## src/hdl/bte1_pkg.sv

```systemverilog
// Package for the E1 authentication pipeline: beat types, tables and helpers.
package bte1_pkg;

  localparam int NumRounds = 8;
  localparam logic [15:0] XOR_POS_MASK = 16'h9999;
  localparam logic [15:0] OFFSET_ADD_MASK = 16'hAA55;

  typedef logic [7:0] rom_t [256];
  typedef logic [3:0] shuf_t [16];
  typedef logic [7:0] offs_t [8];

  typedef struct packed {
    logic [63:0] key_low;
    logic [63:0] key_high;
    logic [63:0] rand_low;
    logic [63:0] rand_high;
    logic [47:0] bd_address;
  } req_t;

  typedef struct packed {
    logic [63:0] result_low;
    logic [63:0] result_high;
  } res_t;

  // One pipeline slot: cipher state, key in use, round-1 input, address.
  typedef struct packed {
    logic [127:0] state;
    logic [127:0] key;
    logic [127:0] orig;
    logic [47:0]  addr;
  } stage_t;

  localparam shuf_t SHUFFLE = '{4'd8, 4'd11, 4'd12, 4'd15, 4'd2, 4'd1, 4'd6, 4'd5,
                                4'd10, 4'd9, 4'd14, 4'd13, 4'd0, 4'd7, 4'd4, 4'd3};
  localparam offs_t OFFSET_TAB = '{8'd233, 8'd229, 8'd223, 8'd193,
                                   8'd179, 8'd167, 8'd149, 8'd131};

  // Powers of 45 mod 257, with 256 folded to 0.
  function automatic rom_t build_exp();
    rom_t t;
    int   r;
    r = 1;
    for (int i = 0; i < 256; i++) begin
      t[i] = r[7:0];
      r = (r * 45) % 257;
    end
    return t;
  endfunction

  function automatic rom_t build_log();
    rom_t e;
    rom_t l;
    e = build_exp();
    for (int i = 0; i < 256; i++) begin
      l[e[i]] = i[7:0];
    end
    return l;
  endfunction

  localparam rom_t EXP_ROM = build_exp();
  localparam rom_t LOG_ROM = build_log();

  // Byte i takes xor at the marked positions, add elsewhere.
  function automatic logic [127:0] mix(input logic [127:0] a, input logic [127:0] b);
    logic [127:0] r;
    for (int i = 0; i < 16; i++) begin
      r[8*i +: 8] = XOR_POS_MASK[i] ? (a[8*i +: 8] ^ b[8*i +: 8])
                                    : (a[8*i +: 8] + b[8*i +: 8]);
    end
    return r;
  endfunction

  // Subkey p (1..17); only called with constant p, so it folds to wiring and adders.
  function automatic logic [127:0] round_key(input logic [127:0] key, input int p);
    logic [7:0]   regs [17];
    logic [127:0] r;
    logic [15:0]  dbl;
    int           idx;
    int           rot;
    int           bidx;
    regs[16] = 8'd0;
    for (int i = 0; i < 16; i++) begin
      regs[i] = key[8*i +: 8];
      regs[16] = regs[16] ^ key[8*i +: 8];
    end
    rot = (3 * (p - 1)) & 7;
    for (int i = 0; i < 16; i++) begin
      idx = p - 1 + i;
      if (idx >= 17) idx = idx - 17;
      dbl = {regs[idx], regs[idx]} << rot;
      bidx = (17 * p + i + 1) & 255;
      r[8*i +: 8] = dbl[15:8] + EXP_ROM[EXP_ROM[bidx[7:0]]];
    end
    return (p == 1) ? key : r;
  endfunction

  // Four pseudo-Hadamard layers with the shuffle between them.
  function automatic logic [127:0] pht(input logic [127:0] s);
    logic [127:0] c;
    logic [127:0] t;
    logic [7:0]   a;
    logic [7:0]   b;
    c = s;
    for (int layer = 0; layer < 4; layer++) begin
      for (int i = 0; i < 16; i += 2) begin
        a = c[8*i +: 8];
        b = c[8*(i+1) +: 8];
        c[8*i +: 8] = {a[6:0], 1'b0} + b;
        c[8*(i+1) +: 8] = a + b;
      end
      if (layer != 3) begin
        for (int i = 0; i < 16; i++) t[8*i +: 8] = c[8*SHUFFLE[i] +: 8];
        c = t;
      end
    end
    return c;
  endfunction

endpackage

```

## src/hdl/bte1_join.sv

```systemverilog
// Stage between the two ciphers: builds Ar' input and the offset key.
module bte1_join (
  input  logic                clk,
  input  logic                rst,
  input  logic                advance,
  input  logic                in_valid,
  input  bte1_pkg::stage_t    in_stage,
  output logic                out_valid,
  output bte1_pkg::stage_t    out_stage
);

  logic [127:0] ar_out;
  logic [127:0] x;
  logic [127:0] okey;
  logic [7:0]   c;

  always_comb begin
    ar_out = bte1_pkg::mix(in_stage.state, bte1_pkg::round_key(in_stage.key, 17));
    for (int i = 0; i < 16; i++) begin
      x[8*i +: 8] = in_stage.addr[8*(i%6) +: 8]
                    + (ar_out[8*i +: 8] ^ in_stage.orig[8*i +: 8]);
      c = bte1_pkg::OFFSET_TAB[i%8];
      okey[8*i +: 8] = bte1_pkg::OFFSET_ADD_MASK[i] ? (in_stage.key[8*i +: 8] + c)
                                                     : (in_stage.key[8*i +: 8] ^ c);
    end
  end

  always_ff @(posedge clk) begin
    if (rst) begin
      out_valid <= 1'b0;
    end else if (advance) begin
      out_valid <= in_valid;
    end
  end

  always_ff @(posedge clk) begin
    if (advance) begin
      out_stage.state <= x;
      out_stage.key   <= okey;
      out_stage.orig  <= x;
      out_stage.addr  <= in_stage.addr;
    end
  end

endmodule

```

## config.mk

```make
export PLATFORM = sky130hd
export DESIGN_NAME = bte1_join
export DESIGN_NICKNAME = d
export VERILOG_FILES = /design/src/hdl/bte1_pkg.sv /design/src/hdl/bte1_join.sv
export SDC_FILE = /design/constraint.sdc
export NUM_CORES = 1
export LEC_CHECK = 0
export CAP_MARGIN = 20
export CELL_PAD_IN_SITES_DETAIL_PLACEMENT = 0
export CELL_PAD_IN_SITES_GLOBAL_PLACEMENT = 1
export CORE_AREA = 2 2 334 336
export DETAILED_ROUTE_END_ITERATION = 8
export DIE_AREA = 0 0 336 338
export DONT_BUFFER_PORTS = 1
export PLACE_DENSITY_LB_ADDON = 0.3
export SETUP_SLACK_MARGIN = 0.02
export SLEW_MARGIN = 25
export SYNTH_ARGS = -nofsm -noshare
export SYNTH_HDL_FRONTEND = slang
export SYNTH_SLANG_ARGS = --single-unit
```

## constraint.sdc

```tcl
create_clock -name clk -period 3.7 [get_ports clk]
set_input_delay 0.925 -clock clk [delete_from_list [all_inputs] [get_ports clk]]
set_output_delay 0.925 -clock clk [all_outputs]
set_load 0.03 [all_outputs]
```

==> results.ini <==
[outcome]
status=finished clean

[clocking]
post_cts_resized=0
cts_max_path_buffers=3
holdBufCountCts=0
path_clk_slew_ns=0.06
clock_latency_ns=0.59
cts_buffers=42
cts_setup_buffers=0
cts_max_level=2
numClockSinks=305
cts-root-buf=clkbuf_16
cts_tree=done

[floorplanning]
dieArea_sq_um=114000
core_area_sq_um=110000
initial_core_util_pct=19.3
die_x_microns=336
core.rowCount=122
ios=869
die_h_microns=338

[timing]
period_needed_ns=3.27
rsz0062_at_grt=false
whs_ns=0.409
fmax_mhz=306
slew_violations=0
final-setup-viol-count=0
fin_skew_ns=0
maxSlewHeadroom_pct=31.8
hold_viol=0
finalCritPeriodShare_pct=88.4
tightest_slew_ns=1.02

[finish]
finalNetCount=2457
diodes=0
post-route-cell-area_sq_um=23800
drive_gt1_share_pct=6.34
stdcell_count=3285
area_delta_synth_final_pct=12.1
post-route-util_pct=21.6

[pwr]
p_per_area_nw_per_um2=700
leakagePower_nw=9.24
irDropWorstVdd_mv=0.377
total_power_mw=16.7

[yosys]
seq_area_frac_synth_pct=43.1
synth_enable_flop_cells=304
synth_common_cells=458 x xnor2_1, 304 x edfxtp_1, 232 x ha_1, 218 x inv_1, 128 x buf_4
avgSynthCellArea_sq_um=11.7
ys.warnings.count=0
synth_most_common_cell=xnor2_1
synthArstFlopShare_pct=0
synth_fp_nets=2509
ys_seq_elements=305
syn-instance-count=1817
synthDistinctLibCells=36
yosys-top-cells-area=edfxtp_1 43%, xnor2_1 19%, ha_1 14%
synth_top_area_share_pct=43.0
yosys_most_used_dff=edfxtp_1
yosysTopAreaCell=edfxtp_1
synth_area_sq_um=21200

[placement]
dp_cells=3209
gp_congestion=0.828
io_buffer_count=0
dp_hpwl_microns=77700
post_dp_cell_area_sq_um=22400

[global_route]
antenna_found_initial=5
met1_usage_pct=17.9
overflow=0
grt_pass1_wl_microns=118000
grt_max_degree=306
grt_most_used_layer=met2
met3_usage_pct=6.68
globalRouteTotalUtil_pct=15.5
grt_pass1_vias=13500
grtUsageMet2_pct=26.5

[job]
cap_violations=0

[routing]
drtIter0Drc=478
firstDrtPassIters=4
drt-total-wl_microns=91300
route.detailed.drc=0
avgViaCountPerCell=3.84
post_drt_wl_per_cell_microns=27.8
postRouteAntennaNets=0
vias=12600

[worst_setup_path]
startpoint_type=primary input
critPathMaxFanout=2
critPathKind=in -> reg
cp-end-kind=flop
crit_arrival_ns=3.61
required_ns=4.04

[worst_hold_path]
hold_class=in -> reg

[layer usage]
layer | vias up | routed length [microns] | part of all wire [%]
li1 | 5883 | - | -
met1 | 6046 | 36400 | 40
met2 | 611 | 44000 | 48
met3 | 79 | 9110 | 10
met4 | 6 | 1790 | 2.0
met5 | - | 56 | 0.061
[cell type report]
| class | instances | area (sq um) |
|---|---|---|
| Inverter | 218 | 818 |
| Tap cell | 1488 | 1860 |
| Sequential cell | 305 | 9150 |
| Clock inverter | 25 | 244 |
| Clock buffer | 51 | 1150 |
| Fill cell | 11800 | 86300 |
| Timing Repair Buffer | 46 | 345 |
| Multi-Input combinational cell | 1152 | 10200 |
[cell usage in the layout (no fill, tap or decap), drive strengths merged, types with 2 or more instances in the layout]
master / count
xnor2: 459
edfxtp: 304
ha: 232
inv: 221
a21oi: 113
xor2: 101
o21bai: 55
clkbuf: 51
nor2: 50
a21o: 47
buf: 46
fa: 24
nand2: 17
clkinv: 13
nand3: 10
nor3: 10
o21ai: 7
a31oi: 5
clkinvlp: 5
o21a: 4
bufinv: 4
nand2b: 3
o31ai: 2
nor3b: 2
o2111ai: 2
and3: 2
[worst max-delay path: stages]
cell,delay [ns]
xnor2_1,0.32
buf_4,0.21
xnor2_1,0.13
xnor2_1,0.11
xnor2_1,0.41
xnor2_1,0.18
ha_1,0.19
inv_1,0.06
fa_1,0.38
inv_1,0.07
a21oi_1,0.07
o21bai_1,0.18
a21o_1,0.15
a21oi_1,0.09
xnor2_1,0.14
[final timing paths]
kind | startpoint | end | slack (ns) | cells past startpoint
hold / removal | rst | out_valid$_SDFFE_PP0P_ | 0.41 | 1
hold reg to reg | out_valid$_SDFFE_PP0P_ | out_valid$_SDFFE_PP0P_ | 0.68 | 2
setup reg to reg | out_valid$_SDFFE_PP0P_ | out_valid$_SDFFE_PP0P_ | 2.89 | 2
setup / recovery | in_stage[216] | out_stage[310]$_DFFE_PP_ | 0.43 | 15
[power by group]
group          internal (mW)  switching, mW  leakage, nW
Combinational           2.19           2.21         5.59
Sequential              4.87           3.15         2.98
Clock                   2.49           1.74        0.667
Total                   9.56           7.10         9.24
[metrics by stage]
| step | setup slack (ns) | TNS (ns) |
|---|---|---|
| finish | 0.429 | 0 |
| global route | 0.0740 | 0 |
| CTS | 0.172 | 0 |
| detailed placement | -0.483 | -1.65 |
| global placement | -0.517 | -1.55 |
| floorplan | 0.284 | 0 |
[sequential cells by signal, summed over array words and instances (netlist names)]
register	flops
out_stage	304
out_valid	1
[cell families after synthesis]
kind of cell | Yosys count | synth area share, %
DFF | 305 | 43.1
muxes | 1 | 0.0472
and+or+nand+nor | 97 | 1.96
adders and majority gates | 256 | 15.9
buffers and inverters | 360 | 8.73
AOI/OAI and AO/OA | 238 | 7.01
xor gates and xnor gates | 560 | 23.2
(Power assumes the default switching activity.)
